==> src/design/sps_pkg.sv <==
`default_nettype none
// ----------------------------------------------------------------------------
// sps_pkg: shared types and constants of the smallest prime factor sieve
// Holds the number range, prime list size and the request structures that
// travel between the build controller, the memories and the top level.
// ----------------------------------------------------------------------------
package sps_pkg;

    // Largest number the factor table can cover, and its word width.
    localparam int NUM_W       = 16;
    localparam int MAX_NUMBER  = 65535;
    localparam int FT_DEPTH    = MAX_NUMBER + 1;

    // Capacity of the prime list and the width of its index and count.
    localparam int MAX_PRIMES  = 6542;
    localparam int PC_W        = 13;

    // Width of the build loop's number counter (one above the largest number).
    localparam int IDX_W       = NUM_W + 1;

    // Width of a product of a prime and a number.
    localparam int PROD_W      = 2 * NUM_W;

    localparam logic [NUM_W-1:0] LIMIT_RESET = NUM_W'(MAX_NUMBER);

    typedef logic [NUM_W-1:0]  num_t;
    typedef logic [PC_W-1:0]   pidx_t;
    typedef logic [IDX_W-1:0]  idx_t;
    typedef logic [PROD_W-1:0] prod_t;

    // Access request to the factor table.
    typedef struct packed {
        logic we;
        num_t waddr;
        num_t wdata;
        logic re;
        num_t raddr;
    } ft_req_t;

    // Access request to the prime list.
    typedef struct packed {
        logic  we;
        pidx_t waddr;
        num_t  wdata;
        logic  re;
        pidx_t raddr;
    } pl_req_t;

    // Status of the build controller.
    typedef struct packed {
        logic busy;
        logic done;
    } bld_stat_t;

endpackage
`default_nettype wire

==> src/design/sps_builder.sv <==
`default_nettype none
// ----------------------------------------------------------------------------
// sps_builder: linear sieve build controller
// Clears the factor table up to the limit, then walks every number, records
// new primes and marks the products with listed primes up to its own factor.
// ----------------------------------------------------------------------------
module sps_builder (
    input  wire logic                clk,
    input  wire logic                rst_n,
    input  wire logic                start,
    input  wire sps_pkg::num_t       top,
    input  wire sps_pkg::num_t       ft_rdata,
    input  wire sps_pkg::num_t       pl_rdata,
    output sps_pkg::ft_req_t         ft_req,
    output sps_pkg::pl_req_t         pl_req,
    output sps_pkg::bld_stat_t       stat
);

    localparam logic [2:0] S_IDLE  = 3'd0;
    localparam logic [2:0] S_CLEAR = 3'd1;
    localparam logic [2:0] S_FETCH = 3'd2;
    localparam logic [2:0] S_CHECK = 3'd3;
    localparam logic [2:0] S_PREAD = 3'd4;
    localparam logic [2:0] S_PMUL  = 3'd5;
    localparam logic [2:0] S_PMARK = 3'd6;

    logic [2:0]     state_reg, state_next;
    sps_pkg::idx_t  i_reg, i_next;
    sps_pkg::pidx_t count_reg, count_next;
    sps_pkg::pidx_t k_reg, k_next;
    sps_pkg::num_t  f_reg, f_next;
    sps_pkg::num_t  p_reg, p_next;
    sps_pkg::prod_t prod_reg, prod_next;
    sps_pkg::idx_t  top_ext;

    assign top_ext = {1'b0, top};

    always_ff @(posedge clk or negedge rst_n)
    begin
        if (!rst_n)
        begin
            state_reg <= S_IDLE;
            i_reg     <= '0;
            count_reg <= '0;
            k_reg     <= '0;
        end
        else
        begin
            state_reg <= state_next;
            i_reg     <= i_next;
            count_reg <= count_next;
            k_reg     <= k_next;
        end
    end

    always_ff @(posedge clk)
    begin
        f_reg    <= f_next;
        p_reg    <= p_next;
        prod_reg <= prod_next;
    end

    always_comb
    begin
        state_next = state_reg;
        i_next     = i_reg;
        count_next = count_reg;
        k_next     = k_reg;
        f_next     = f_reg;
        p_next     = p_reg;
        prod_next  = prod_reg;
        ft_req     = '0;
        pl_req     = '0;
        stat.busy  = (state_reg != S_IDLE);
        stat.done  = 1'b0;

        case (state_reg)
            S_IDLE:
            begin
                if (start)
                begin
                    i_next     = '0;
                    count_next = '0;
                    k_next     = '0;
                    state_next = S_CLEAR;
                end
            end

            // Clear entries zero to the limit; the entry for one holds 1.
            S_CLEAR:
            begin
                ft_req.we    = 1'b1;
                ft_req.waddr = i_reg[sps_pkg::NUM_W-1:0];
                ft_req.wdata = (i_reg == sps_pkg::idx_t'(1)) ? sps_pkg::num_t'(1) : '0;
                if (i_reg == top_ext)
                begin
                    i_next     = sps_pkg::idx_t'(2);
                    state_next = S_FETCH;
                end
                else
                begin
                    i_next = i_reg + 1'b1;
                end
            end

            S_FETCH:
            begin
                if (i_reg > top_ext)
                begin
                    stat.done  = 1'b1;
                    state_next = S_IDLE;
                end
                else
                begin
                    ft_req.re    = 1'b1;
                    ft_req.raddr = i_reg[sps_pkg::NUM_W-1:0];
                    state_next   = S_CHECK;
                end
            end

            // An empty entry means a new prime: it is its own factor.
            S_CHECK:
            begin
                k_next = '0;
                if (ft_rdata == '0)
                begin
                    ft_req.we    = 1'b1;
                    ft_req.waddr = i_reg[sps_pkg::NUM_W-1:0];
                    ft_req.wdata = i_reg[sps_pkg::NUM_W-1:0];
                    f_next       = i_reg[sps_pkg::NUM_W-1:0];
                    if (count_reg < sps_pkg::pidx_t'(sps_pkg::MAX_PRIMES))
                    begin
                        pl_req.we    = 1'b1;
                        pl_req.waddr = count_reg;
                        pl_req.wdata = i_reg[sps_pkg::NUM_W-1:0];
                        count_next   = count_reg + 1'b1;
                    end
                end
                else
                begin
                    f_next = ft_rdata;
                end
                state_next = S_PREAD;
            end

            S_PREAD:
            begin
                if (k_reg == count_reg)
                begin
                    i_next     = i_reg + 1'b1;
                    state_next = S_FETCH;
                end
                else
                begin
                    pl_req.re    = 1'b1;
                    pl_req.raddr = k_reg;
                    state_next   = S_PMUL;
                end
            end

            S_PMUL:
            begin
                p_next     = pl_rdata;
                prod_next  = sps_pkg::prod_t'(pl_rdata) *
                             sps_pkg::prod_t'(i_reg[sps_pkg::NUM_W-1:0]);
                state_next = S_PMARK;
            end

            // Stop at the first prime above the factor or a product past the limit.
            S_PMARK:
            begin
                if ((prod_reg > sps_pkg::prod_t'(top)) || (p_reg > f_reg))
                begin
                    i_next     = i_reg + 1'b1;
                    state_next = S_FETCH;
                end
                else
                begin
                    ft_req.we    = 1'b1;
                    ft_req.waddr = prod_reg[sps_pkg::NUM_W-1:0];
                    ft_req.wdata = p_reg;
                    k_next       = k_reg + 1'b1;
                    state_next   = S_PREAD;
                end
            end

            default:
            begin
                state_next = S_IDLE;
            end
        endcase
    end

`ifndef SYNTHESIS
    a_mark_above_i: assert property (@(posedge clk) disable iff (!rst_n)
        (state_reg == S_PMARK && ft_req.we) |-> (prod_reg > sps_pkg::prod_t'(i_reg)))
        else $error("sieve marks a product not above the current number");

    a_pl_in_range: assert property (@(posedge clk) disable iff (!rst_n)
        pl_req.we |-> (pl_req.waddr < sps_pkg::pidx_t'(sps_pkg::MAX_PRIMES)))
        else $error("prime list written beyond its capacity");

    a_k_bounded: assert property (@(posedge clk) disable iff (!rst_n)
        k_reg <= count_reg)
        else $error("prime index ran past the prime count");
`endif

endmodule
`default_nettype wire

==> config.mk <==
export PLATFORM = sky130hd
export DESIGN_NAME = sps_builder
export DESIGN_NICKNAME = d
export VERILOG_FILES = /design/src/design/sps_pkg.sv /design/src/design/sps_builder.sv
export SDC_FILE = /design/constraint.sdc
export NUM_CORES = 1
export LEC_CHECK = 0
export CORE_UTILIZATION = 50
export DETAILED_ROUTE_END_ITERATION = 10
export DONT_BUFFER_PORTS = 1
export PLACE_DENSITY_LB_ADDON = 0.1
export SLEW_MARGIN = 20
export SYNTH_ARGS = -nofsm -noshare
export SYNTH_HDL_FRONTEND = slang
export SYNTH_SLANG_ARGS = --single-unit
==> constraint.sdc <==
create_clock -name clk -period 6.29 [get_ports clk]
set_input_delay 0.629 -clock clk [delete_from_list [all_inputs] [get_ports clk]]
set_output_delay 0.629 -clock clk [all_outputs]
set_load 0.02 [all_outputs]
; After elaboration in Yosys (flattened, before gate mapping)
; Cells that the tools add are included.
[word_totals]
mem_bits_rw = 0
wordCells = 73
memories = 0
mem_bits_ro = 0
inputBits = 51
latch_bits = 0
regBits = 110
[op_classes]
eq_ne = 16
div = 0
n_shift = 0
n_bitwise = 0
n_mux = 31
add_sub_neg = 3
mul = 1
magnitude_cmp = 4
n_reduce_logical = 11
[ops]
columns = op, n
row1 = two-way mux 17 bit, 6
row2 = one-hot mux 33 bit (3 select lines), 1
row3 = two-way mux 30 bit, 3
row4 = one-hot mux 17 bit (4 select lines), 1
row5 = two-way mux 33 bit, 2
row6 = two-way mux 13 bit, 4
row7 = one-hot mux 13 bit (3 select lines), 1
row8 = greater-than comparator 32 x 16 -> 1 bit, 1
row9 = multiplier 16 x 16 -> 32 bit, 1
row10 = two-way mux 14 bit, 2
row11 = adder 13 x 1 -> 13 bit (second input constant), 2
row12 = one-hot mux 13 bit (2 select lines), 1
row13 = one-hot mux 3 bit (7 select lines), 1
row14 = adder 17 x 1 -> 17 bit (second input constant), 1
row15 = equality test 17 x 1 -> 1 bit (second input constant), 1
row16 = equality test 17 x 16 -> 1 bit, 1
row17 = greater-than comparator 17 x 16 -> 1 bit, 1
row18 = greater-than comparator 16 bit, 1
row19 = logical NOT 16 bit, 1
row20 = two-way mux 16 bit, 1
row21 = inequality test 2 bit (second input constant), 7
row22 = equality test 13 bit, 1
row23 = < comparator 13 bit (second input constant), 1
row24 = two-way mux 3 bit, 4
row25 = other kinds (13), 20

; Depth between registers and ports, before layout
; Gate-level depths: netlist of the first run.
[logic_depth]
word_depth = 4
mapped_depth = 25
ltp_nobuf = 23

; Worst setup path before layout of the first run
; Ideal clock, no wire load.
[synth_path]
path_kind = reg2reg
start = register i_reg[14]
end = register prod_reg[30] (data pin)
path_slack_ns = -0.030
synth_period_minus_slack_ns = 6.320
t_arrival_ns = 6.063
t_required_ns = 6.032
stages_incl_launch_ff = 23
path_cell_list = dfrtp_1 clkbuf_1 clkbuf_1 nand2_1 fa_1 fa_1 inv_1 fa_1 fa_1 fa_1 inv_1 fa_1 inv_1 ha_1 a21oi_1 o21ai_0 nor4_1 a211oi_1 a31oi_1 nand2_1 a311o_1 a21oi_1 xnor2_1
[synth_between]
elab_chain_len = 1
[synth_lines]
columns = element, line_no
row1 = start: declaration, sps_builder.sv:28  ; sps_pkg::idx_t i_reg, i_next;
row2 = start signal: assignment, sps_builder.sv:50  ; i_reg <= i_next;
row3 = multiplier 16 x 16 -> 32 bit, sps_builder.sv:164  ; prod_next = sps_pkg::prod_t'(pl_rdata) *
row4 = end signal: assignment, sps_builder.sv:60  ; prod_reg <= prod_next;
row5 = end: declaration, sps_builder.sv:33  ; sps_pkg::prod_t prod_reg, prod_next;
; No other way between the ends.
; A chain may end at the register's enable or synchronous reset.

; Worst setup path after layout of the first run
[layout_path]
start = register i_reg[4]
end = register prod_reg[31] (data pin)
; The elaborated chain is that of the path after synthesis.

==> results.txt, run 1 <==
The run finished with clean final reports. The die covers 31300 sq um. The clock drives 110 sinks.

The total standard cell area after synthesis came out at 15300 sq um. The number of global-route vias before repair is 11937. The count of inserted antenna diode cells came out at 0. The congestion estimate from routability-driven global placement came to 0.935.

Across all hold checks on the routed design, the worst slack comes to 0.107 ns. After global routing, the most crowded layer is met2. The routed layout has 11846 vias. The mean routed wirelength per cell came out at 20.3 um. The die span in y is 177 um. The tool flagged a number of max-cap violations equal to 0. The deepest level of the CTS H-tree is 3. The count of synthesis-stage warnings from yosys is 0.

The number of antenna violations at the first check in global routing came out at 0. The register with the most flip-flops in the layout has 32 of them. The largest fanout on the critical path is 5. The pre-CTS worst setup slack is -0.499 ns. The met1 track utilization from global routing is 0.399. The standard cell with the maximum stage delay on the critical path is sky130_fd_sc_hd__fa_2. The detail route stage leaves a number of antenna-violating nets equal to 0. The post-DP HPWL is 33000 um. The final number of max-transition violations came out at 0.

The top cell types in the final layout, fill and taps aside, are 268 x sky130_fd_sc_hd__inv_1, 192 x sky130_fd_sc_hd__nand2_1, 188 x sky130_fd_sc_hd__fa_1. The layout cell share with drive strength beyond 1 is 0.127. The fraction of registers with async set/reset is 0.418.

By area the synthesized netlist is led by sky130_fd_sc_hd__fa_1 25%, sky130_fd_sc_hd__ha_1 13%, sky130_fd_sc_hd__edfxtp_1 13%. The port buffer count came out at 0. The total number of placement rows came out at 63. The fraction of met2 tracks used by global routing came out at 0.453. Summed over all instances, the cell type with the most area after synthesis is sky130_fd_sc_hd__fa_1. The layout overhead on the synthesized area came out at 12.1%.

The initial cell density of the core came out at 0.513. The total setup violations reported at the end of the flow came out at 0. The met3 layer usage reported by global route is 0.0629. The remaining design rule violation count came out at 0. The number of fill cells in the layout came out at 2709. The number of buffers created by CTS came out at 9.

The maximum VDD drop came out at 138 uV. Clock-pin slew was measured on the worst setup and hold paths at 0.08 ns. The number of nets in the synthesized netlist is 2067.

The first-pass GRT wire length came out at 67700 um. The all-layer global routing usage is 0.285. A synthesized cell averages 9.19 sq um. The worst path setup slack after routing came out at 0.0931 ns. The number of buffers on the longest clock path came out at 2.

The flop and latch count out of synthesis is 110. The register area is 3080 sq um. STA classifies the critical path endpoint as a flip-flop. Entering global routing, the biggest net connects 49 pins.

The number of nets in the finished design is 2105. The critical path data required time came out at 6.41 ns. The total overflow left after global routing is 0. The total wire length after detailed routing came out at 42600 um.

The tree is rooted in a sky130_fd_sc_hd__clkbuf_16. Dividing the final minimum period by the clock period gives 0.985. The mean number of vias per cell came out at 5.64. For this run, the leading register cell type out of synthesis is sky130_fd_sc_hd__edfxtp_1. The worst pin sits at a relative slew slack of 0.284. The number of failing hold endpoints at the final stage is 0. Setup repair after global routing could not meet its margin everywhere. The final setup skew is 0.0142 ns. The critical path goes through buf_12 -> and2_4 -> fa_1 -> inv_1 -> fa_1 -> fa_2 -> inv_1 -> fa_1 -> fa_1 -> inv_2 -> fa_2 -> inv_2 -> ha_4 -> buf_6 -> nand3_2 -> nand2_2 -> a2111oi_4 -> nor3_2 -> o21ai_1 -> a21oi_2 -> buf_4 -> a211o_1 -> a21oi_2 -> xnor2_1. Before antenna repair, the detailed router went through 5 iterations. The worst setup path is launched from a flip-flop.

In this run the count of I/O pins placed on the die edge is 147. The share of synthesized area occupied by flip-flops and latches is 0.201. The critical path's most frequent cell is sky130_fd_sc_hd__fa_1. The first routing iteration left 809 violations. TritonCTS built the clock tree. The power density of the placed cells is 179 nW/um^2. The number of enable flip-flop cells after synthesis is 64.

The multi-input combinational cells in the finished layout cover a total of 11300 sq um. The clock latency of the later-clocked register in the worst-skew pair came out at 0.37 ns. The horizontal die dimension is 177 um. The clock period minus worst slack came out at 6.20 ns. The static power due to leakage came out at 0.00855 uW. The count of mapped cells out of synthesis is 1666. The maximum clock rate came out at 161 MHz. The delay of the slowest cell on the worst path is 0.56 ns. The library cell used most frequently in the layout, excluding fill and tap cells, is sky130_fd_sc_hd__inv_1. The number of distinct standard cells referenced by the synthesized netlist is 67. The signal arrival time at the worst endpoint came out at 6.32 ns. The critical setup path kind is flip-flop to flip-flop. The path category of the worst min-delay check is primary input to asynchronous set/reset pin. The portion of synthesized cell area occupied by the leading cell type came out at 0.254.

For the pin with the worst max-slew slack, the measured transition is 1.07 ns. The core footprint came out at 29900 sq um.
[what timing repair did]
| item | 4_1_cts | 5_1_grt |
|---|---|---|
| gates resized for setup | 39 | 51 |
| hold buffers | 1 | 0 |
| setup buffers | 10 | 8 |
| endpoints found under the setup margin | 10 | 9 |
| pin swaps | 39 | 54 |
| endpoints found under the hold margin | 46 | 0 |
[report_power, final]
group	switching (uW)	internal, uW	leakage (uW)
sequential	89.9	886	0.00122
clock	305	314	0.000154
combinational	887	585	0.00718
[cell usage after synthesis (all sizes together), types with 3 or more instances]
| master | number |
|---|---|
| inv | 279 |
| nand2 | 195 |
| fa | 194 |
| and2 | 168 |
| ha | 156 |
| clkbuf | 73 |
| edfxtp | 64 |
| nor2 | 59 |
| dfrtp | 46 |
| a21o | 42 |
| a21oi | 36 |
| xnor2 | 31 |
| nor3 | 29 |
| a22o | 26 |
| nand3 | 26 |
| o21ai | 25 |
| xor2 | 21 |
| nand4 | 16 |
| nor4 | 16 |
| and3 | 11 |
| o31ai | 11 |
| a211oi | 10 |
| buf | 10 |
| nor2b | 10 |
| or2 | 10 |
| or3 | 10 |
| mux2i | 9 |
| o21a | 9 |
| o211ai | 8 |
| o2111ai | 7 |
| mux2 | 6 |
| and4 | 5 |
| nand2b | 5 |
| a2111oi | 4 |
| o21bai | 4 |
| o41ai | 4 |
| or4 | 4 |
| a221oi | 3 |
| a31oi | 3 |
| and3b | 3 |
| nor3b | 3 |
[final cells by class]
cell class,instances,share of cell area
repair buffers,110,0.0574
multi-input cells,1194,0.656
well taps,390,0.0284
inverters,279,0.0610
clock inverters,4,0.00262
flip-flops and latches,110,0.179
clock buffers,12,0.0156
[per-layer routing]
layer	vias to the layer above	share of wire	wire [um]
met5	-	0	0
met2	400	0.47	19900
met1	5923	0.44	18900
li1	5479	-	-
met3	44	0.075	3200
met4	0	0.015	635
[stage by stage]
stage / utilization / setup TNS [ns] / total power, uW / cells / instance area (sq um)
after floorplan: - / 0 / 1870 / 1666 / 15300
after global placement: 0.544 / -1.77 / 2290 / 2065 / 16200
after detailed placement: 0.544 / -2.40 / 2320 / 2065 / 16200
after CTS: 0.565 / -0.0110 / 3000 / 2091 / 16900
after global routing: 0.574 / -0.361 / 3290 / 2099 / 17200
final: 0.574 / 0 / 3070 / 2099 / 17200
[worst paths after layout]
| path | startpoint | end | slack (ns) | cells after the start |
|---|---|---|---|---|
| max in group asynchronous | rst_n | i_reg[6] | 5.94 | 1 |
| worst min register to register | k_reg[10] | k_reg[10] | 0.57 | 2 |
| worst min-delay path | rst_n | state_reg[0] | 0.11 | 1 |
| worst max-delay path | i_reg[4] | prod_reg[31] | 0.09 | 24 |
| min in group clk | pl_rdata[15] | p_reg[15] | 0.36 | 0 |
| worst max register to register | i_reg[4] | prod_reg[31] | 0.09 | 24 |
[critical path, delay by kind of cell (launching register included)]
kind / cells / cell delay (ns)
buffers and inverters: 7 / 0.61
AO/OA/AOI/OAI: 5 / 1.09
AND/OR/NAND/NOR: 4 / 0.38
adder cells (fa/ha/maj): 7 / 3.33
flip-flops: 1 / 0.45
XOR/XNOR: 1 / 0.07
[kinds of logic after synthesis]
| family | share of synthesized area |
|---|---|
| flip-flops | 0.201 |
| AND/OR/NAND/NOR | 0.191 |
| AO/OA/AOI/OAI | 0.0979 |
| XOR/XNOR | 0.0297 |
| buffers and inverters | 0.0896 |
| adder cells (fa/ha/maj) | 0.381 |
| multiplexers | 0.0103 |
(Power assumes the default switching activity.)
==> inputs of run 2 (changes only) <==
Clock period 6.29 ns to 6.3 ns, I/O delays scaled along.
==> run 2 against run 1 <==
  * Die area stayed put
  * Global-route usage barely moved
  * Combinational power barely moved
  * Wire length down 0.10%
  * Cell count fell by 0.24%
  * Non-clock buffer count is 5 lower
  * Count of clock-buffer cells in the layout decreased by 2
  * Critical endpoint unchanged
  * Highest routed layer unchanged
==> results.txt, run 2 (same netlist as run 1, synthesis figures left out) <==
The number of max-capacitance violations reported came out at 0 (unchanged). The sum of negative setup slack came out at 0 ns (unchanged). The worst-case headroom to the max-slew limit is 0.258 (-0.0258).

The run finished with clean final reports. The number of fill cells in the layout came out at 2688 (-0.78%). The port buffer count came to 0 (unchanged). The number of nets in the finished design is 2100 (-0.24%). The critical path data required time is 6.42 ns (about the same). The total setup violations reported at the end of the flow came out at 0 (unchanged). The number of buffers created by CTS is 9 (unchanged). The transition time of the tightest slew-check pin is 1.11 ns (+0.0385 ns).

Setup repair after global routing could not meet its margin everywhere. The number of clock sinks seen by CTS is 110 (unchanged). The post-detailed-route count of antenna-violating nets is 0 (unchanged). The final standard cell count with taps included and fillers excluded came to 2094 (-0.24%). The clock period minus worst slack came to 6.28 ns (+0.0799 ns). The mean number of vias per cell is 5.65 (about the same). The die span in y came out at 177 um (unchanged).

The clock tree from TritonCTS is done. The initial detailed-routing violation count is 846 (+4.6%). The signal arrival time at the worst endpoint is 6.40 ns (+0.08 ns). The all-layer global routing usage came to 0.286 (+0.000321). The horizontal die dimension was 177 um (unchanged). The static power due to leakage is 0.00859 uW (+0.43%).

The mean routed wirelength per cell came out at 20.3 um (+0.14%). The initial cell density of the core is 0.513 (unchanged). The count of inserted antenna diode cells came out at 0 (unchanged).

The via total after detailed routing came to 11825 (-0.18%). The first-pass GRT wire length came out at 68200 um (+0.80%). The met3 layer usage reported by global route came out at 0.0563 (-0.00666). In this run the most used layer during global routing was met2. The length of the first detailed-routing pass in iterations came to 5 (unchanged). The combined area of the multi-input logic cells came to 11300 sq um (+0.29%).

The full die area came to 31300 sq um (unchanged). The number of global-route vias before repair is 12052 (+0.96%). The number of antenna violations at the first check in global routing is 1 (+1). The maximum VDD drop is 145 uV (+5.2%). The largest fanout on the critical path came out at 4 (-1). The number of failing hold endpoints at the final stage is 0 (unchanged). The path category of the worst min-delay check is primary input to asynchronous set/reset pin. The clock latency of the later-clocked register in the worst-skew pair is 0.37 ns (about the same).

The final clock period utilization by the worst path is 0.996 (+0.0111). The end of the worst register-to-register path is prod_reg[31]. The number of buffers on the longest clock path came out at 2 (unchanged). The final weighted congestion of routability-driven global placement came out at 0.922 (-1.5%).

The pin count of the biggest net entering global routing is 49 (unchanged). The final number of max-transition violations came to 0 (unchanged). The flip-flop count of the largest register after layout is 32 (unchanged).

The layout cell share with drive strength beyond 1 is 0.124 (-0.00256). The library cell used most frequently in the layout, excluding fill and tap cells, is sky130_fd_sc_hd__inv_1. The total number of placement rows came out at 63 (unchanged). By startpoint and endpoint, the worst setup path is classified as flip-flop to flip-flop. The fraction of met2 tracks used by global routing came out at 0.461 (+0.00846). The deepest level of the CTS H-tree is 3 (unchanged). The met1 track utilization from global routing came out at 0.399 (about the same). The remaining global-route overflow is 0 (unchanged). The worst setup path is captured at a flip-flop. The root buffer selected by CTS is sky130_fd_sc_hd__clkbuf_16. The register area came out at 3080 sq um (about the same). The layout overhead on the synthesized area came out at 11.9%. The number of placed cells counting well taps came out at 2064 (-0.048%). The post-DP HPWL came out at 33100 um (+0.17%).

The clock transition at the registers of the reported paths came out at 0.09 ns (about the same). The total wire length after detailed routing came out at 42600 um (-0.10%). The remaining design rule violation count came out at 0 (unchanged). The power density of the placed cells is 178 nW/um^2 (-0.69%). Leaving out fill and tap cells, the most frequent cells in the layout are 268 x sky130_fd_sc_hd__inv_1, 192 x sky130_fd_sc_hd__nand2_1, 191 x sky130_fd_sc_hd__fa_1. The final setup skew came to 0.0120 ns (-0.00217 ns). The worst reg2reg path depth came to 24 (unchanged). The register-to-register setup slack is 0.02 ns (-0.07 ns). The critical path startpoint category is a flip-flop. The maximum clock rate was 159 MHz (-1.3%). The core footprint is 29900 sq um (unchanged). The count of boundary I/O pins is 147 (unchanged).

The startpoint identified for the worst register-to-register timing path is i_reg[5].
## run 2: cell count changes in the layout (fill, tap and decap cells not counted), moves of 3 or more
cell                     delta
sky130_fd_sc_hd__buf_4      -3
sky130_fd_sc_hd__and2_4     +3
sky130_fd_sc_hd__and2_1     -3
sky130_fd_sc_hd__fa_1       +3
sky130_fd_sc_hd__fa_2       -3
## run 2: how the worst max path moves through the flow
stage                            from  slack, ns      endpoint  depth (start not counted)
after floorplan           pl_rdata[0]       0.02  prod_reg[30]                         21
after global placement    pl_rdata[4]      -0.44  prod_reg[31]                         22
after detailed placement  pl_rdata[4]      -0.47  prod_reg[31]                         22
after CTS                    i_reg[5]      0.001  prod_reg[30]                         24
after global routing         i_reg[6]      -0.22  prod_reg[31]                         23
final                        i_reg[5]       0.02  prod_reg[31]                         24
## run 2: critical path, stage by stage (launching register included)
cell                        delay [ns]
sky130_fd_sc_hd__dfrtp_2          0.44
sky130_fd_sc_hd__buf_12           0.14
sky130_fd_sc_hd__buf_6            0.11
sky130_fd_sc_hd__buf_6            0.11
sky130_fd_sc_hd__and2_1           0.14
sky130_fd_sc_hd__fa_1             0.47
sky130_fd_sc_hd__fa_1             0.55
sky130_fd_sc_hd__ha_1             0.15
sky130_fd_sc_hd__inv_1            0.06
sky130_fd_sc_hd__fa_1             0.55
sky130_fd_sc_hd__fa_1             0.44
sky130_fd_sc_hd__fa_1             0.54
sky130_fd_sc_hd__inv_1            0.04
sky130_fd_sc_hd__ha_2             0.20
sky130_fd_sc_hd__buf_4            0.15
sky130_fd_sc_hd__o211ai_1         0.32
sky130_fd_sc_hd__a21oi_2          0.15
sky130_fd_sc_hd__a2111oi_4        0.45
sky130_fd_sc_hd__nor3_4           0.09
sky130_fd_sc_hd__o21ai_2          0.16
sky130_fd_sc_hd__a21oi_2          0.09
sky130_fd_sc_hd__buf_4            0.17
sky130_fd_sc_hd__a211o_1          0.30
sky130_fd_sc_hd__a21oi_2          0.15
sky130_fd_sc_hd__xnor2_1          0.08
## run 2: repair_timing
item | CTS | global route
endpoints found under the setup margin | 10 | 10
hold buffers | 1 | 0
pin swaps | 28 | 45
hold endpoints to repair | 46 | 0
setup buffers | 7 | 7
resized for setup | 40 | 56
## run 2: metal layers
| layer | up-vias | part of all wire | routed length (um) |
|---|---|---|---|
| met5 | - | 0 | 0 |
| met1 | 5926 | 0.44 | 18900 |
| met3 | 38 | 0.068 | 2920 |
| li1 | 5469 | - | - |
| met2 | 392 | 0.47 | 20200 |
| met4 | 0 | 0.013 | 564 |
## run 2: area by class of cell
type / instances / area share
Clock buffer: 10 / 0.0134
Sequential cell: 110 / 0.180
Clock inverter: 6 / 0.00468
Inverter: 279 / 0.0611
Timing Repair Buffer: 105 / 0.0538
Multi-Input combinational cell: 1194 / 0.659
Tap cell: 390 / 0.0285
## run 2: power by group
| group | leakage, uW | switching (uW) | internal (uW) | total (uW) |
|---|---|---|---|---|
| sequential | 0.00122 | 86.0 | 884 | 970 |
| combinational | 0.00722 | 879 | 570 | 1450 |
| clock | 0.000152 | 303 | 318 | 621 |
## run 2: per-stage QoR
step	power [uW]	hold slack [ns]	instance area [sq um]	utilization	worst slack, ns
final	3040	0.116	17100	0.573	0.0232
after detailed placement	2310	0.337	16200	0.543	-0.468
after CTS	3000	0.114	16800	0.564	0.00139
after floorplan	1870	0.334	15300	-	0.0160
after global placement	2290	0.337	16200	0.543	-0.441
after global routing	3250	0.118	17100	0.573	-0.218
